`config.mk`:
```
export PLATFORM = sky130hd
export DESIGN_NAME = rgbe_scanline_rle_decoder
export DESIGN_NICKNAME = d
export VERILOG_FILES = /design/src/rgbe_rle_pkg.sv /design/src/rgbe_rle_front.sv /design/src/rgbe_rle_queue.sv /design/src/rgbe_rle_back.sv /design/src/rgbe_scanline_rle_decoder.sv
export VERILOG_INCLUDE_DIRS = /design/src /design/src/src
export SDC_FILE = /design/constraint.sdc
export NUM_CORES = 1
export LEC_CHECK = 0
export ABC_CLOCK_PERIOD_IN_PS = 10850
export BUFFER_PORTS_ARGS = -buffer_cell sky130_fd_sc_hd__buf_2
export CAP_MARGIN = 20
export CORE_MARGIN = 4
export CORE_UTILIZATION = 29
export DETAILED_ROUTE_END_ITERATION = 7
export PLACE_DENSITY = 0.5
export SYNTH_ARGS = -nofsm -noshare
export SYNTH_HDL_FRONTEND = slang
export SYNTH_SLANG_ARGS = --single-unit
```
`constraint.sdc`:
```
create_clock -name clock -period 10.85 [get_ports clock]
set_input_delay 0 -clock clock [delete_from_list [all_inputs] [get_ports clock]]
set_output_delay 0 -clock clock [all_outputs]
set_load 0.02 [all_outputs]
```
`src/rgbe_scanline_rle_decoder_defines.svh`:
```
// Assertion macros shared by the RGBE scanline decoder RTL.
// No dependencies; included by the modules that carry assertions.
`ifndef RGBE_SCANLINE_RLE_DECODER_DEFINES_SVH
`define RGBE_SCANLINE_RLE_DECODER_DEFINES_SVH

// same-cycle implication
`define RGBE_RLE_ASSERT_IMPLY(label, clk, rst, ante, cons, msg) \
   label: assert property (@(posedge clk) disable iff (rst) (ante) |-> (cons)) \
      else $error(msg);

// next-cycle implication
`define RGBE_RLE_ASSERT_NEXT(label, clk, rst, ante, cons, msg) \
   label: assert property (@(posedge clk) disable iff (rst) (ante) |=> (cons)) \
      else $error(msg);

`endif

```
`src/rgbe_rle_pkg.sv`:
```
// Types and constants of the RGBE scanline decoder.
// No dependencies; used by every module of the block.
package rgbe_rle_pkg;

   localparam logic [7:0] RunFlag   = 8'd128;
   localparam logic [7:0] RleMarker = 8'd2;

   // flat header word plus three pixel words must fit without stalling the input
   localparam int QueueDepth = 8;
   localparam int QueuePtrW  = $clog2(QueueDepth);
   localparam int QueueCntW  = $clog2(QueueDepth + 1);

   typedef enum logic [2:0] {
      PH_HEADER  = 3'd0,
      PH_FLAT    = 3'd1,
      PH_COUNT   = 3'd2,
      PH_RUNVAL  = 3'd3,
      PH_LITERAL = 3'd4,
      PH_SKIP    = 3'd5
   } phase_type;

   typedef enum logic [1:0] {
      ERR_NONE       = 2'd0,
      ERR_OVERRUN    = 2'd1,
      ERR_ZERO_COUNT = 2'd2
   } err_type;

   typedef enum logic {
      CSR_LINE_WIDTH = 1'b0,
      CSR_IMAGE_ROWS = 1'b1
   } csr_index_type;

   localparam logic [1:0] LastChannel = 2'd3;

   // one queue entry: a single segment, or a flat line header that expands to four
   typedef struct packed {
      logic        quad;
      logic [1:0]  channel;
      logic [15:0] start_x;
      logic [6:0]  run_count;
      logic [31:0] value;
      err_type     error_code;
      logic        line_done;
      logic        image_done;
   } seg_cmd_type;

endpackage

```
`src/rgbe_rle_front.sv`:
```
// Front end: takes stream bytes, tracks the scanline state and issues segment words.
// Depends on rgbe_rle_pkg and the assertion macros.
`include "rgbe_scanline_rle_decoder_defines.svh"

module rgbe_rle_front (
   input  logic                        clock,
   input  logic                        reset,
   input  logic                        csr_write,
   input  rgbe_rle_pkg::csr_index_type csr_index,
   input  logic [15:0]                 csr_wdata,
   input  logic                        req_accept,
   input  logic [7:0]                  req_data_byte,
   output logic                        push,
   output rgbe_rle_pkg::seg_cmd_type   push_data
);
   import rgbe_rle_pkg::*;

   logic [15:0] line_width_ff, image_rows_ff;
   phase_type   phase_ff, phase_in;
   logic [23:0] held_header_ff, held_header_in;
   logic [1:0]  header_count_ff, header_count_in;
   logic [1:0]  channel_ff, channel_in;
   logic [15:0] pos_ff, pos_in;
   logic [7:0]  literal_left_ff, literal_left_in;
   logic [6:0]  pending_run_ff, pending_run_in;
   logic [15:0] rows_done_ff, rows_done_in;

   logic [15:0] w_eff, rows_eff, room;
   logic [16:0] pos_inc, pos_after_run, rows_inc;
   logic [6:0]  run_cnt;
   logic        run_clipped, last_row, rle_header;
   logic [7:0]  lit_dec;
   logic [31:0] hdr;
   logic        finish, end_ch, skip_after;

   assign w_eff         = (line_width_ff == 16'd0) ? 16'd1 : line_width_ff;
   assign rows_eff      = (image_rows_ff == 16'd0) ? 16'd1 : image_rows_ff;
   assign pos_inc       = {1'b0, pos_ff} + 17'd1;
   assign room          = (w_eff > pos_ff) ? (w_eff - pos_ff) : 16'd1;
   assign run_clipped   = {9'd0, pending_run_ff} > room;
   assign run_cnt       = run_clipped ? room[6:0] : pending_run_ff;
   assign pos_after_run = {1'b0, pos_ff} + {10'd0, run_cnt};
   assign lit_dec       = literal_left_ff - 8'd1;
   assign rows_inc      = {1'b0, rows_done_ff} + 17'd1;
   assign last_row      = rows_inc >= {1'b0, rows_eff};
   assign hdr           = {held_header_ff, req_data_byte};
   assign rle_header    = (hdr[31:24] == RleMarker) && (hdr[23:16] == RleMarker) &&
                          (hdr[15:0] == w_eff);

   always_ff @(posedge clock) begin
      if (reset) begin
         line_width_ff <= 16'd1;
         image_rows_ff <= 16'd1;
      end else if (csr_write) begin
         case (csr_index)
            CSR_LINE_WIDTH: line_width_ff <= csr_wdata;
            CSR_IMAGE_ROWS: image_rows_ff <= csr_wdata;
            default: ;
         endcase
      end
   end

   always_ff @(posedge clock) begin
      if (reset) begin
         phase_ff        <= PH_HEADER;
         held_header_ff  <= '0;
         header_count_ff <= '0;
         channel_ff      <= '0;
         pos_ff          <= '0;
         literal_left_ff <= '0;
         pending_run_ff  <= '0;
         rows_done_ff    <= '0;
      end else begin
         phase_ff        <= phase_in;
         held_header_ff  <= held_header_in;
         header_count_ff <= header_count_in;
         channel_ff      <= channel_in;
         pos_ff          <= pos_in;
         literal_left_ff <= literal_left_in;
         pending_run_ff  <= pending_run_in;
         rows_done_ff    <= rows_done_in;
      end
   end

   always_comb begin
      phase_in        = phase_ff;
      held_header_in  = held_header_ff;
      header_count_in = header_count_ff;
      channel_in      = channel_ff;
      pos_in          = pos_ff;
      literal_left_in = literal_left_ff;
      pending_run_in  = pending_run_ff;
      rows_done_in    = rows_done_ff;
      push            = 1'b0;
      push_data       = '0;
      finish          = 1'b0;
      end_ch          = 1'b0;
      skip_after      = 1'b0;
      if (req_accept) begin
         case (phase_ff)
            PH_FLAT: begin
               push                = 1'b1;
               push_data.channel   = channel_ff;
               push_data.start_x   = pos_ff;
               push_data.run_count = 7'd1;
               push_data.value     = {24'd0, req_data_byte};
               if (channel_ff == LastChannel) begin
                  channel_in = '0;
                  pos_in     = pos_inc[15:0];
                  finish     = pos_inc >= {1'b0, w_eff};
               end else begin
                  channel_in = channel_ff + 2'd1;
               end
            end
            PH_COUNT: begin
               if (req_data_byte > RunFlag) begin
                  pending_run_in = req_data_byte[6:0];
                  phase_in       = PH_RUNVAL;
               end else if (req_data_byte == 8'd0) begin
                  push                 = 1'b1;
                  push_data.channel    = channel_ff;
                  push_data.start_x    = pos_ff;
                  push_data.error_code = ERR_ZERO_COUNT;
               end else begin
                  literal_left_in = req_data_byte;
                  phase_in        = PH_LITERAL;
               end
            end
            PH_RUNVAL: begin
               push                 = 1'b1;
               push_data.channel    = channel_ff;
               push_data.start_x    = pos_ff;
               push_data.run_count  = run_cnt;
               push_data.value      = {24'd0, req_data_byte};
               push_data.error_code = run_clipped ? ERR_OVERRUN : ERR_NONE;
               pending_run_in       = '0;
               pos_in               = pos_after_run[15:0];
               if (pos_after_run >= {1'b0, w_eff}) begin
                  end_ch = 1'b1;
               end else begin
                  phase_in = PH_COUNT;
               end
            end
            PH_LITERAL: begin
               push                = 1'b1;
               push_data.channel   = channel_ff;
               push_data.start_x   = pos_ff;
               push_data.run_count = 7'd1;
               push_data.value     = {24'd0, req_data_byte};
               literal_left_in     = lit_dec;
               pos_in              = pos_inc[15:0];
               if (pos_inc >= {1'b0, w_eff}) begin
                  // the byte that fills the line; any rest is dropped later
                  push_data.error_code = (lit_dec != 8'd0) ? ERR_OVERRUN : ERR_NONE;
                  end_ch               = 1'b1;
                  skip_after           = lit_dec != 8'd0;
               end else if (lit_dec == 8'd0) begin
                  phase_in = PH_COUNT;
               end
            end
            PH_SKIP: begin
               literal_left_in = lit_dec;
               if (lit_dec == 8'd0) begin
                  phase_in = (channel_ff == 2'd0) ? PH_HEADER : PH_COUNT;
               end
            end
            default: begin
               held_header_in = hdr[23:0];
               if (header_count_ff != LastChannel) begin
                  header_count_in = header_count_ff + 2'd1;
                  phase_in        = PH_HEADER;
               end else begin
                  header_count_in = '0;
                  channel_in      = '0;
                  pos_in          = '0;
                  if (rle_header) begin
                     phase_in = PH_COUNT;
                  end else begin
                     // flat line: header bytes are the first pixel
                     push                = 1'b1;
                     push_data.quad      = 1'b1;
                     push_data.run_count = 7'd1;
                     push_data.value     = hdr;
                     pos_in              = 16'd1;
                     phase_in            = PH_FLAT;
                     finish              = w_eff == 16'd1;
                  end
               end
            end
         endcase
         if (end_ch) begin
            if (channel_ff == LastChannel) begin
               finish = 1'b1;
            end else begin
               channel_in = channel_ff + 2'd1;
               pos_in     = '0;
               phase_in   = PH_COUNT;
            end
         end
         if (finish) begin
            push_data.line_done  = 1'b1;
            push_data.image_done = last_row;
            rows_done_in         = last_row ? 16'd0 : rows_inc[15:0];
            phase_in             = PH_HEADER;
            header_count_in      = '0;
            channel_in           = '0;
            pos_in               = '0;
         end
         if (skip_after) begin
            phase_in = PH_SKIP;
         end
      end
   end

   `RGBE_RLE_ASSERT_IMPLY(a_skip_has_bytes, clock, reset, phase_ff == PH_SKIP,
      literal_left_ff != 8'd0, "skip phase with no bytes left")
   `RGBE_RLE_ASSERT_IMPLY(a_hdr_count_in_header, clock, reset, header_count_ff != 2'd0,
      phase_ff == PH_HEADER, "partial line header outside header phase")

endmodule

```
`src/rgbe_rle_queue.sv`:
```
// Short word queue between the front end and the segment emitter.
// Depends on rgbe_rle_pkg and the assertion macros.
`include "rgbe_scanline_rle_decoder_defines.svh"

module rgbe_rle_queue (
   input  logic                      clock,
   input  logic                      reset,
   input  logic                      push,
   input  rgbe_rle_pkg::seg_cmd_type push_data,
   input  logic                      pop,
   output rgbe_rle_pkg::seg_cmd_type head,
   output logic                      full,
   output logic                      empty
);
   import rgbe_rle_pkg::*;

   seg_cmd_type          entries_ff [QueueDepth];
   logic [QueuePtrW-1:0] wr_ptr_ff, rd_ptr_ff;
   logic [QueueCntW-1:0] count_ff, count_in;

   assign full  = count_ff == QueueCntW'(QueueDepth);
   assign empty = count_ff == '0;
   assign head  = entries_ff[rd_ptr_ff];

   always_comb begin
      count_in = count_ff;
      if (push && !pop) begin
         count_in = count_ff + 1'b1;
      end else if (pop && !push) begin
         count_in = count_ff - 1'b1;
      end
   end

   always_ff @(posedge clock) begin
      if (reset) begin
         wr_ptr_ff <= '0;
         rd_ptr_ff <= '0;
         count_ff  <= '0;
      end else begin
         count_ff <= count_in;
         if (push) begin
            wr_ptr_ff <= wr_ptr_ff + 1'b1;
         end
         if (pop) begin
            rd_ptr_ff <= rd_ptr_ff + 1'b1;
         end
      end
   end

   always_ff @(posedge clock) begin
      if (push) begin
         entries_ff[wr_ptr_ff] <= push_data;
      end
   end

   `RGBE_RLE_ASSERT_IMPLY(a_no_overflow, clock, reset, push, !full || pop,
      "segment queue overflow")

endmodule

```
`src/rgbe_rle_back.sv`:
```
// Back end: expands queued words into segments and holds the output register.
// Depends on rgbe_rle_pkg and the assertion macros.
`include "rgbe_scanline_rle_decoder_defines.svh"

module rgbe_rle_back (
   input  logic                      clock,
   input  logic                      reset,
   input  rgbe_rle_pkg::seg_cmd_type head,
   input  logic                      empty,
   output logic                      pop,
   input  logic                      rsp_stall,
   output logic                      rsp_valid,
   output logic [1:0]                rsp_channel,
   output logic [15:0]               rsp_start_x,
   output logic [6:0]                rsp_run_count,
   output logic [7:0]                rsp_value,
   output logic                      rsp_line_done,
   output logic                      rsp_image_done,
   output logic [1:0]                rsp_error_code
);
   import rgbe_rle_pkg::*;

   logic        rsp_valid_ff, rsp_valid_in;
   logic [1:0]  sub_ff, sub_in;
   logic [1:0]  channel_ff, channel_in;
   logic [15:0] start_x_ff, start_x_in;
   logic [6:0]  run_count_ff, run_count_in;
   logic [7:0]  value_ff, value_in;
   logic        line_done_ff, line_done_in;
   logic        image_done_ff, image_done_in;
   err_type     error_ff, error_in;
   logic        load;
   logic [7:0]  quad_byte;

   assign load = !empty && (!rsp_valid_ff || !rsp_stall);

   always_comb begin
      case (sub_ff)
         2'd0:    quad_byte = head.value[31:24];
         2'd1:    quad_byte = head.value[23:16];
         2'd2:    quad_byte = head.value[15:8];
         default: quad_byte = head.value[7:0];
      endcase
   end

   always_comb begin
      rsp_valid_in  = rsp_valid_ff && rsp_stall;
      sub_in        = sub_ff;
      pop           = 1'b0;
      channel_in    = channel_ff;
      start_x_in    = start_x_ff;
      run_count_in  = run_count_ff;
      value_in      = value_ff;
      line_done_in  = line_done_ff;
      image_done_in = image_done_ff;
      error_in      = error_ff;
      if (load) begin
         rsp_valid_in = 1'b1;
         if (head.quad) begin
            // flat header: one pixel per channel at x = 0, done flags on the last
            channel_in    = sub_ff;
            start_x_in    = '0;
            run_count_in  = 7'd1;
            value_in      = quad_byte;
            error_in      = ERR_NONE;
            line_done_in  = head.line_done && (sub_ff == LastChannel);
            image_done_in = head.image_done && (sub_ff == LastChannel);
            pop           = sub_ff == LastChannel;
            sub_in        = sub_ff + 2'd1;
         end else begin
            channel_in    = head.channel;
            start_x_in    = head.start_x;
            run_count_in  = head.run_count;
            value_in      = head.value[7:0];
            error_in      = head.error_code;
            line_done_in  = head.line_done;
            image_done_in = head.image_done;
            pop           = 1'b1;
            sub_in        = '0;
         end
      end
   end

   always_ff @(posedge clock) begin
      if (reset) begin
         rsp_valid_ff <= 1'b0;
         sub_ff       <= '0;
      end else begin
         rsp_valid_ff <= rsp_valid_in;
         sub_ff       <= sub_in;
      end
   end

   always_ff @(posedge clock) begin
      channel_ff    <= channel_in;
      start_x_ff    <= start_x_in;
      run_count_ff  <= run_count_in;
      value_ff      <= value_in;
      line_done_ff  <= line_done_in;
      image_done_ff <= image_done_in;
      error_ff      <= error_in;
   end

   assign rsp_valid      = rsp_valid_ff;
   assign rsp_channel    = channel_ff;
   assign rsp_start_x    = start_x_ff;
   assign rsp_run_count  = run_count_ff;
   assign rsp_value      = value_ff;
   assign rsp_line_done  = line_done_ff;
   assign rsp_image_done = image_done_ff;
   assign rsp_error_code = error_ff;

   `RGBE_RLE_ASSERT_IMPLY(a_quad_needs_head, clock, reset, sub_ff != 2'd0, !empty,
      "flat header expansion lost its queue entry")
   `RGBE_RLE_ASSERT_IMPLY(a_image_ends_line, clock, reset, rsp_valid_ff && image_done_ff,
      line_done_ff, "image end without line end")

endmodule

```
`src/rgbe_scanline_rle_decoder.sv`:
```
// With the queue empty, a byte that makes a segment is written into the queue, then loaded into the rsp_valid register.
// Throughput: one byte per cycle while req_stall is low; each queue word leaves at one segment per cycle
// while rsp_stall allows, a flat line header word as four segments, drained by the eight-entry queue.
// req_stall rises only while the queue is full.
// Reset: synchronous, clears all line state and the queue; line_width and image_rows go to 1.
module rgbe_scanline_rle_decoder (
   input  logic                        clock,
   input  logic                        reset,
   input  logic                        req_valid,
   output logic                        req_stall,
   input  logic [7:0]                  req_data_byte,
   output logic                        rsp_valid,
   input  logic                        rsp_stall,
   output logic [1:0]                  rsp_channel,
   output logic [15:0]                 rsp_start_x,
   output logic [6:0]                  rsp_run_count,
   output logic [7:0]                  rsp_value,
   output logic                        rsp_line_done,
   output logic                        rsp_image_done,
   output logic [1:0]                  rsp_error_code,
   input  logic                        csr_valid,
   output logic                        csr_ready,
   input  rgbe_rle_pkg::csr_index_type csr_index,
   input  logic [15:0]                 csr_wdata
);
   import rgbe_rle_pkg::*;

   seg_cmd_type push_data, head;
   logic        push, pop, full, empty;
   logic        req_accept;

   assign csr_ready  = 1'b1;
   assign req_stall  = full;
   assign req_accept = req_valid && !req_stall;

   rgbe_rle_front u_front (
      .clock         (clock),
      .reset         (reset),
      .csr_write     (csr_valid && csr_ready),
      .csr_index     (csr_index),
      .csr_wdata     (csr_wdata),
      .req_accept    (req_accept),
      .req_data_byte (req_data_byte),
      .push          (push),
      .push_data     (push_data)
   );

   rgbe_rle_queue u_queue (
      .clock     (clock),
      .reset     (reset),
      .push      (push),
      .push_data (push_data),
      .pop       (pop),
      .head      (head),
      .full      (full),
      .empty     (empty)
   );

   rgbe_rle_back u_back (
      .clock          (clock),
      .reset          (reset),
      .head           (head),
      .empty          (empty),
      .pop            (pop),
      .rsp_stall      (rsp_stall),
      .rsp_valid      (rsp_valid),
      .rsp_channel    (rsp_channel),
      .rsp_start_x    (rsp_start_x),
      .rsp_run_count  (rsp_run_count),
      .rsp_value      (rsp_value),
      .rsp_line_done  (rsp_line_done),
      .rsp_image_done (rsp_image_done),
      .rsp_error_code (rsp_error_code)
   );

endmodule

```
==> impl_metrics.csv, run 1 <==
group,metric,value,unit
timing,hold_viol_final,0,
timing,rsz0062_at_grt,"no",
floorplanning,die_area,0.1084,mm²
drt,drt_iter0_drc,1432,
drt,avgViaCountPerCell,5.053,
timing,layout_setup_ws,1.101,ns
synth,synthesis.nets,2291,
clock_network,cts_resized,0,
pwr,seqPwrFrac,0.443,
worst_setup_path,cp-start-kind,"flop",
global_routing,grt_pass1_wl,124800,µm
worst_setup_path,worst-setup-path-type,"flop to flop",
worst_setup_path,slowest_delay,0.60,ns
pwr,ir_drop,0.1015,mV
synth,dominantRegCellSynth,"edfxtp_1",
worst_setup_path,crit_slowest_cell,"a2bb2oi_4",
synth,synth.top_cell.area_share,0.5348,
synth,ys_types,88,
clock_network,cts_buffer_depth,3,
clock_network,holdBufCountCts,29,
pwr,power.leakage,11.26,nW
pwr,power_frac_comb,0.165,
timing,slew_viol_final,0,
floorplanning,ioPinCount,70,
clock_network,cts-buffers-inserted,76,
global_routing,grt_max_degree,70,
synth,postSynthCellCount,2163,
hold_path,min_from,"req_valid",
clock_network,cts_tree,"done",
synth,async_reset_ff_frac,0,
timing,slew_headroom,0.2481,
place,port_buffers,68,
drt,ant_nets,0,
pwr,p_int,4.855,mW
synth,ys_ff_latch,659,
place,dpl.hpwl,54290,µm
clock_network,htreeDepth,3,
floorplanning,fp.dieW,329.2,µm
hold_path,hold_end,"u_front.phase_ff[1]",
synth,yosysSeqAreaShare,0.6191,
final_layout,drive_gt1_frac,0.1864,
synth,synth_edf_count,533,
outcome,status,"completed",
place,gp_congestion,0.9171,
final_layout,area_delta_synth_final,16.45,%
run,maxCapViolations,0,
global_routing,grt_pass1_vias,19270,
final_layout,final_net_count,2389,
drt,via_count,18660,
pwr,p_clk_frac,0.393,
global_routing,grtUsageTotal,0.1527,
global_routing,gr-total-overflow,0,
timing,fin_crit,9.749,ns
drt,wl_per_cell,22.53,µm
worst_setup_path,worstReg2RegStart,"u_front.line_width_ff[3]",
floorplanning,start_util,0.2929,
clock_network,post_cts_buffers,0,
floorplanning,coreArea,0.1022,mm²
worst_setup_path,worstPathArrival,10.22,ns
synth,avgSynthCellArea,13.84,µm²
timing,finClkSkew,0.04066,ns
pwr,p_sw_frac,0.2723,
worst_setup_path,r2r_slack,1.10,ns
place,pre_cts_ws,1.111,ns
drt,routed_wl,83200,µm
synth,ys_top_cells_by_area,"edfxtp_1 (53%), mux4_2 (9.3%), dfxtp_1 (8.4%), ha_1 (4.0%), nand2_1 (2.5%)",
timing,fin_tns_setup,0,ns
floorplanning,rows,117,
timing,fmax,102.6,MHz
clock_network,cts_root_buffer,"clkbuf_16",
drt,drc,0,
clock_network,cts.sinks,659,
worst_setup_path,required,11.32,ns
floorplanning,die_h,329.2,µm
clock_network,clock_latency,0.65,ns
worst_setup_path,r2r_cells,39,
worst_setup_path,worstPathMaxFanout,26,
global_routing,grt_antenna_before_repair,5,
timing,min_period_over_period,0.8985,
drt,dr.pass1.iters,5,
hold_path,hp-class,"input port to flop",
timing,worst_pin_slew,1.119,ns
synth,syn-cell-area,0.02993,mm²
synth,yosys.area.top_type,"edfxtp_1",
pwr,p_sw,1.816,mW
hold_path,holdPathStages,5,
worst_setup_path,timing.rr.end,"u_front.rows_done_ff[2]",
pwr,power.density,191.4,mW/mm²
pwr,power.total,6.671,mW
timing,setup_violations,0,
clock_network,path_clk_slew,0.06,ns
worst_setup_path,endpoint_kind,"flop",
synth,synth-warning-count,0,
sequential cells by signal, summed over array words and instances (netlist names), 4 cells and up, named ones only:
signal / count
u_front.held_header_ff: 24
u_front.line_width_ff: 16
u_back.rsp_start_x: 16
u_front.image_rows_ff: 16
u_front.literal_left_ff: 8
u_front.rows_done_ff: 16
u_front.pos_ff: 16
u_queue.entries_ff: 496
u_front.pending_run_ff: 7
u_back.rsp_value: 8
u_back.rsp_run_count: 7
u_queue.count_ff: 4
stage by stage:
stage | hold WS, ns | utilization | instances | instance area (µm²)
final | 0.05016 | 0.3410 | 3693 | 34850
after global routing | 0.07008 | 0.3410 | 3693 | 34850
after CTS | 0.003232 | 0.3402 | 3684 | 34760
after detailed placement | 0.2622 | 0.3119 | 3515 | 31870
after global placement | 0.2583 | 0.3115 | 3510 | 31820
after floorplan | 0.1240 | - | 2163 | 29930
routing by layer:
metal  vias up  wire length (µm)  GRT usage
met5         -                13          0
met4         2              2295    0.04712
met3       148              4368    0.02684
met2       505             38850     0.2428
met1      9534             37670     0.2135
li1       8471                 -          -
synthesized netlist by cell type, types with 46 or more instances:
master	instances
xnor2_1	49
inv_1	75
ha_1	95
clkbuf_1	93
a21oi_1	145
nand2_1	203
nand3_1	46
edfxtp_1	533
dfxtp_1	126
nor2_1	109
mux4_2	124
o21ai_0	55
kinds of logic after synthesis:
family | Yosys count | synth area share
buf+inv | 205 | 0.02709
simple gates | 579 | 0.09424
compound gates | 355 | 0.07827
mux | 190 | 0.1172
flops | 659 | 0.6191
other cells | 1 | 0.0001253
xor+xnor | 76 | 0.02224
fa+ha+maj | 98 | 0.04173
power groups by stage:
stage / Clock, mW / Combinational (mW) / Sequential, mW
4_1_cts: 2.69 / 1.11 / 2.96
3_5_place_dp: 0 / 1.10 / 3.01
6_report: 2.62 / 1.10 / 2.95
2_1_floorplan: 0 / 0.663 / 3.07
3_3_place_gp: 0 / 1.09 / 3.01
5_1_grt: 2.80 / 1.20 / 2.97
worst max-delay path by stage:
stage               cells after the start                  endpoint  slack [ns]                startpoint
CTS                                    39   u_front.rows_done_ff[2]        1.08  u_front.line_width_ff[3]
floorplan                              39  u_queue.entries_ff[0][0]        3.17  u_front.line_width_ff[3]
global placement                       39   u_front.rows_done_ff[2]        1.36  u_front.line_width_ff[8]
finish                                 39   u_front.rows_done_ff[2]        1.10  u_front.line_width_ff[3]
global route                           39   u_front.rows_done_ff[2]        0.44  u_front.line_width_ff[3]
detailed placement                     39   u_front.rows_done_ff[2]        1.11  u_front.line_width_ff[3]
layout make-up:
class	count	area [µm²]
fillers	10040	67330
diodes	2	5.005
well taps	1368	1712
flip-flops and latches	659	18540
clock inverters	45	545.5
repair buffers	148	1042
multi-input cells	1299	10660
clock buffers	95	2054
inverters	77	289.0
critical path, delay by kind of cell, from the launching register on:
family                   cells  cell delay (ns)
flip-flops                   1             0.37
adder cells (fa/ha/maj)      6             1.74
buffers and inverters        2             0.39
XOR/XNOR                     1             0.15
AO/OA/AOI/OAI               20             4.80
AND/OR/NAND/NOR             10             2.12
cell usage in the layout, fill, tap and decap left out, drive strengths merged, types with 34 or more instances in the layout:
cell type  instances
edfxtp           533
nand2            203
a21oi            145
dfxtp            126
mux4             124
buf              116
nor2             110
clkbuf            98
ha                95
inv               79
o21ai             57
xnor2             49
nand3             46
mux2i             41
and2              39
nor4              34
clkinv            34
Power figures use the tool's default switching activity.
==> inputs of run 2 (changes only) <==
==> constraint.sdc (replaced) <==
create_clock -name clock -period 10.85 [get_ports clock]
set_input_delay 1.085 -clock clock [delete_from_list [all_inputs] [get_ports clock]]
set_output_delay 1.085 -clock clock [all_outputs]
set_load 0.02 [all_outputs]
==> impl_metrics.csv, run 2 (same netlist as run 1, synthesis figures left out) <==
group,metric,value,unit
outcome,status,"completed",
worst_setup_path,required,11.31,ns
timing,min_period_over_period,0.8785,
place,dpl.hpwl,53890,µm
timing,fin_crit,9.532,ns
drt,routed_wl,82580,µm
floorplanning,coreArea,0.1022,mm²
clock_network,cts_root_buffer,"clkbuf_16",
global_routing,grt_pass1_wl,121900,µm
timing,finClkSkew,0.03619,ns
final_layout,final_cell_area,0.03448,mm²
worst_setup_path,endpoint_kind,"flop",
timing,rsz0062_at_grt,"no",
floorplanning,ioPinCount,70,
clock_network,post_cts_buffers,0,
global_routing,grtUsageTotal,0.1497,
final_layout,top_register,"u_queue.entries_ff",
worst_setup_path,critical_path_buf_inv_count,2,
timing,worst_pin_slew,1.200,ns
floorplanning,die_area,0.1084,mm²
timing,slew_viol_final,0,
global_routing,grt_max_degree,66,
floorplanning,fp.dieW,329.2,µm
drt,drc,0,
floorplanning,rows,117,
worst_setup_path,worst-setup-path-type,"flop to flop",
clock_network,cts_buffer_depth,3,
drt,drt_iter0_drc,1709,
clock_network,cts_resized,0,
worst_setup_path,worstPathArrival,9.99,ns
clock_network,clock_latency,0.63,ns
pwr,power.total,6.618,mW
final_layout,top_regs,"u_queue.entries_ff (496), u_front.held_header_ff (24)",
drt,wl_per_cell,22.56,µm
clock_network,cts.sinks,659,
worst_setup_path,crit_family,"compound AO/OA/AOI/OAI gates",
worst_setup_path,worst-path-stages,39,
timing,fmax,104.9,MHz
timing,fin_tns_setup,0,ns
timing,setup_violations,0,
timing,slew_headroom,0.1940,
drt,via_count,18520,
pwr,power.leakage,11.12,nW
floorplanning,die_h,329.2,µm
drt,dr.pass1.iters,5,
clock_network,path_clk_slew,0.05,ns
run,maxCapViolations,0,
clock_network,holdBufCountCts,0,
clock_network,cts_tree,"done",
clock_network,cts-buffers-inserted,73,
final_layout,area_delta_synth_final,15.21,%
drt,ant_nets,0,
final_layout,largest_reg_flops,496,
floorplanning,start_util,0.2929,
worst_setup_path,crit_slowest_cell,"a2bb2oi_4",
final_layout,mostFrequentLayoutCells,"edfxtp_1 (533), nand2_1 (203), a21oi_1 (145)",
global_routing,grt_antenna_before_repair,13,
place,port_buffers,68,
clock_network,htreeDepth,3,
worst_setup_path,r2r_cells,39,
drt,avgViaCountPerCell,5.060,
place,gp_congestion,0.9117,
pwr,power.density,192.0,mW/mm²
worst_setup_path,worstPathMaxFanout,26,
hold_path,holdPathStages,2,
hold_path,hp-class,"flop to flop",
global_routing,grt_pass1_vias,18620,
final_layout,drive_gt1_frac,0.1858,
place,dpl-instance-area,0.03184,mm²
timing,hold_viol_final,0,
pwr,ir_drop,0.1118,mV
final_layout,final_net_count,2357,
final_layout,layout_commonest_cell,"edfxtp_1",
global_routing,gr-total-overflow,0,
final_layout,fillerInstances,10080,
worst_setup_path,slowest_delay,0.54,ns
worst_setup_path,cp-start-kind,"flop",
==> run 2: cell types whose count changed in the layout (fill, tap and decap cells not counted), moves of 3 or more <==
cell	previous run	this run
clkinv_2	17	12
dlygate4sd3_1	29	0
clkbuf_1	12	15
clkbuf_8	6	10
clkbuf_16	77	73
==> run 2: final cells by class <==
class / instances / area (µm²) / share of cell area
antenna: 4 / 10.01 / 0.0002903
clock buffer: 98 / 2021 / 0.05861
clock inverter: 36 / 535.5 / 0.01553
inverter: 77 / 289.0 / 0.008383
multi-input combinational: 1299 / 10650 / 0.3089
sequential: 659 / 18540 / 0.5377
tap: 1368 / 1712 / 0.04964
timing repair buffer: 119 / 720.7 / 0.02090
==> run 2: worst reg2reg max path, delay by kind of cell, from the launching register on <==
family,cells,cell delay [ns]
flip-flops,1,0.37
adder cells (fa/ha/maj),6,1.75
AO/OA/AOI/OAI,20,4.61
buffers and inverters,2,0.36
AND/OR/NAND/NOR,10,2.13
XOR/XNOR,1,0.17
==> run 2: metrics by stage <==
step	hold WS (ns)	setup slack, ns	std cells	utilization
after global placement	0.4534	1.642	3512	0.3116
final	0.4793	1.318	3660	0.3374
after floorplan	0.4319	3.166	2163	-
after global routing	0.4913	0.7639	3658	0.3374
after CTS	0.4768	1.386	3647	0.3366
after detailed placement	0.4682	1.456	3513	0.3116
==> run 2: final timing paths <==
check / from / to / slack, ns
hold reg to reg: u_front.literal_left_ff[1] / u_front.literal_left_ff[1] / 0.48
hold / removal: u_front.literal_left_ff[1] / u_front.literal_left_ff[1] / 0.48
setup reg to reg: u_front.line_width_ff[3] / u_front.rows_done_ff[8] / 1.32
setup / recovery: u_front.line_width_ff[3] / u_front.rows_done_ff[8] / 1.32
==> run 2: metal layers <==
metal	wire length (µm)	track usage	vias to the layer above
met5	68	0	-
met4	1791	0.03856	10
met3	4941	0.03015	129
met2	39090	0.2442	508
met1	36690	0.2049	9480
li1	-	-	8393
==> run 2: power breakdown <==
group	switching (mW)	internal (mW)
sequential	0.0772	2.87
combinational	0.667	0.425
clock	1.04	1.54
total	1.78	4.84
==> inputs of run 3 (changes only) <==
- CORE_ASPECT_RATIO: not set -> 1.5
==> impl_metrics.csv, run 3 (same netlist as run 1, synthesis figures left out) <==
group,metric,value,unit
worst_setup_path,r2r_cells,39,
floorplanning,die_h,401.4,µm
floorplanning,coreArea,0.1025,mm²
worst_setup_path,endpoint_kind,"flop",
final_layout,drive_gt1_frac,0.1842,
clock_network,post_cts_buffers,0,
global_routing,gr-total-overflow,0,
timing,rsz0062_at_grt,"no",
timing,slew_headroom,0.3110,
floorplanning,rows,144,
global_routing,grtUsageTotal,0.1555,
timing,fin_crit,9.507,ns
worst_setup_path,crit_slowest_cell,"nor4_1",
timing,hold_viol_final,0,
global_routing,grt_antenna_before_repair,0,
clock_network,htreeDepth,3,
clock_network,cts_root_buffer,"clkbuf_16",
clock_network,cts_tree,"done",
floorplanning,ioPinCount,70,
worst_setup_path,slowest_delay,0.53,ns
worst_setup_path,r2r_slack,1.34,ns
drt,avgViaCountPerCell,5.153,
pwr,ir_drop,0.09193,mV
worst_setup_path,worst-setup-path-type,"flop to flop",
timing,fmax,105.2,MHz
pwr,power.density,188.0,mW/mm²
hold_path,holdPathStages,2,
global_routing,grt_pass1_vias,19460,
final_layout,final_net_count,2358,
drt,drt_iter0_drc,1307,
outcome,status,"completed",
final_layout,fin_util,0.3330,
timing,slew_viol_final,0,
timing,worst_pin_slew,1.024,ns
final_layout,mostFrequentLayoutCells,"edfxtp_1 (533), nand2_1 (203), a21oi_1 (145)",
clock_network,holdBufCountCts,0,
place,dpl.hpwl,57320,µm
place,pre_cts_ws,1.405,ns
timing,finClkSkew,0.03062,ns
final_layout,area_delta_synth_final,14.06,%
clock_network,cts_resized,0,
final_layout,top_register,"u_queue.entries_ff",
worst_setup_path,cp-start-kind,"flop",
worst_setup_path,worstPathArrival,9.99,ns
timing,fin_tns_setup,0,ns
drt,ant_nets,0,
global_routing,grt_max_degree,71,
clock_network,clock_latency,0.64,ns
place,gp_congestion,0.9082,
timing,setup_violations,0,
floorplanning,start_util,0.2919,
run,maxCapViolations,0,
final_layout,layout_commonest_cell,"edfxtp_1",
floorplanning,die_area,0.1085,mm²
drt,drc,0,
drt,dr.pass1.iters,5,
worst_setup_path,required,11.33,ns
final_layout,top_regs,"u_queue.entries_ff (496), u_front.held_header_ff (24)",
clock_network,cts_buffer_depth,3,
hold_path,hp-class,"flop to flop",
timing,hold_slack,0.4571,ns
final_layout,largest_reg_flops,496,
pwr,power.leakage,10.98,nW
floorplanning,fp.dieW,270.3,µm
final_layout,fillerInstances,9993,
clock_network,cts-buffers-inserted,68,
drt,wl_per_cell,23.73,µm
clock_network,path_clk_slew,0.06,ns
clock_network,cts.sinks,659,
drt,routed_wl,85410,µm
drt,via_count,18550,
place,port_buffers,68,
timing,min_period_over_period,0.8762,
global_routing,grt_pass1_wl,127200,µm
final_layout,diodes,0,
timing,layout_setup_ws,1.343,ns
worst_setup_path,worstPathMaxFanout,18,
-- run 3: cell types whose count changed in the layout (fill, tap and decap cells not counted), moves of 3 or more --
cell        delta
clkbuf_8       -9
buf_4          +6
clkinvlp_4     +3
clkinv_4       +4
diode_2        -4
clkinv_16      -5
-- run 3: critical path: cells and delay by family, from the launching register on --
family          cells  cell delay (ns)
compound gates     20             4.57
xor+xnor            1             0.15
fa+ha+maj           6             1.75
buf+inv             2             0.34
flops               1             0.37
simple gates       10             2.17
-- run 3: area by class of cell --
class / instances / area (µm²) / area share
clock buffer: 87 / 1847 / 0.05410
clock inverter: 38 / 410.4 / 0.01202
inverter: 77 / 289.0 / 0.008467
multi-input combinational: 1299 / 10660 / 0.3121
sequential: 659 / 18540 / 0.5431
tap: 1314 / 1644 / 0.04816
timing repair buffer: 125 / 750.7 / 0.02199
-- run 3: power by group --
part	leakage [nW]	internal (mW)	switching, mW	total (mW)
Sequential	5.63	2.87	0.0791	2.95
Clock	1.10	1.38	1.00	2.38
Combinational	4.25	0.415	0.672	1.09
-- run 3: through the flow --
stage               std cells  cell area [µm²]  power (mW)
finish                   3599            34140       6.419
global route             3599            34140       6.702
global placement         3465            31820       4.105
CTS                      3590            34080       6.525
detailed placement       3465            31820       4.117
floorplan                2163            29930       3.731
-- run 3: layer usage --
metal / share of wire / global-route usage
met5: 0 / 0
met3: 0.041 / 0.02552
met2: 0.53 / 0.2877
met1: 0.39 / 0.1814
met4: 0.032 / 0.05478
-- run 3: path summary, 6_finish.rpt --
| kind | startpoint | endpoint |
|---|---|---|
| max | u_front.line_width_ff[3] | u_front.rows_done_ff[2] |
| min reg2reg | u_front.pending_run_ff[0] | u_front.pending_run_ff[0] |
| max reg2reg | u_front.line_width_ff[3] | u_front.rows_done_ff[2] |
| min | u_front.pending_run_ff[0] | u_front.pending_run_ff[0] |
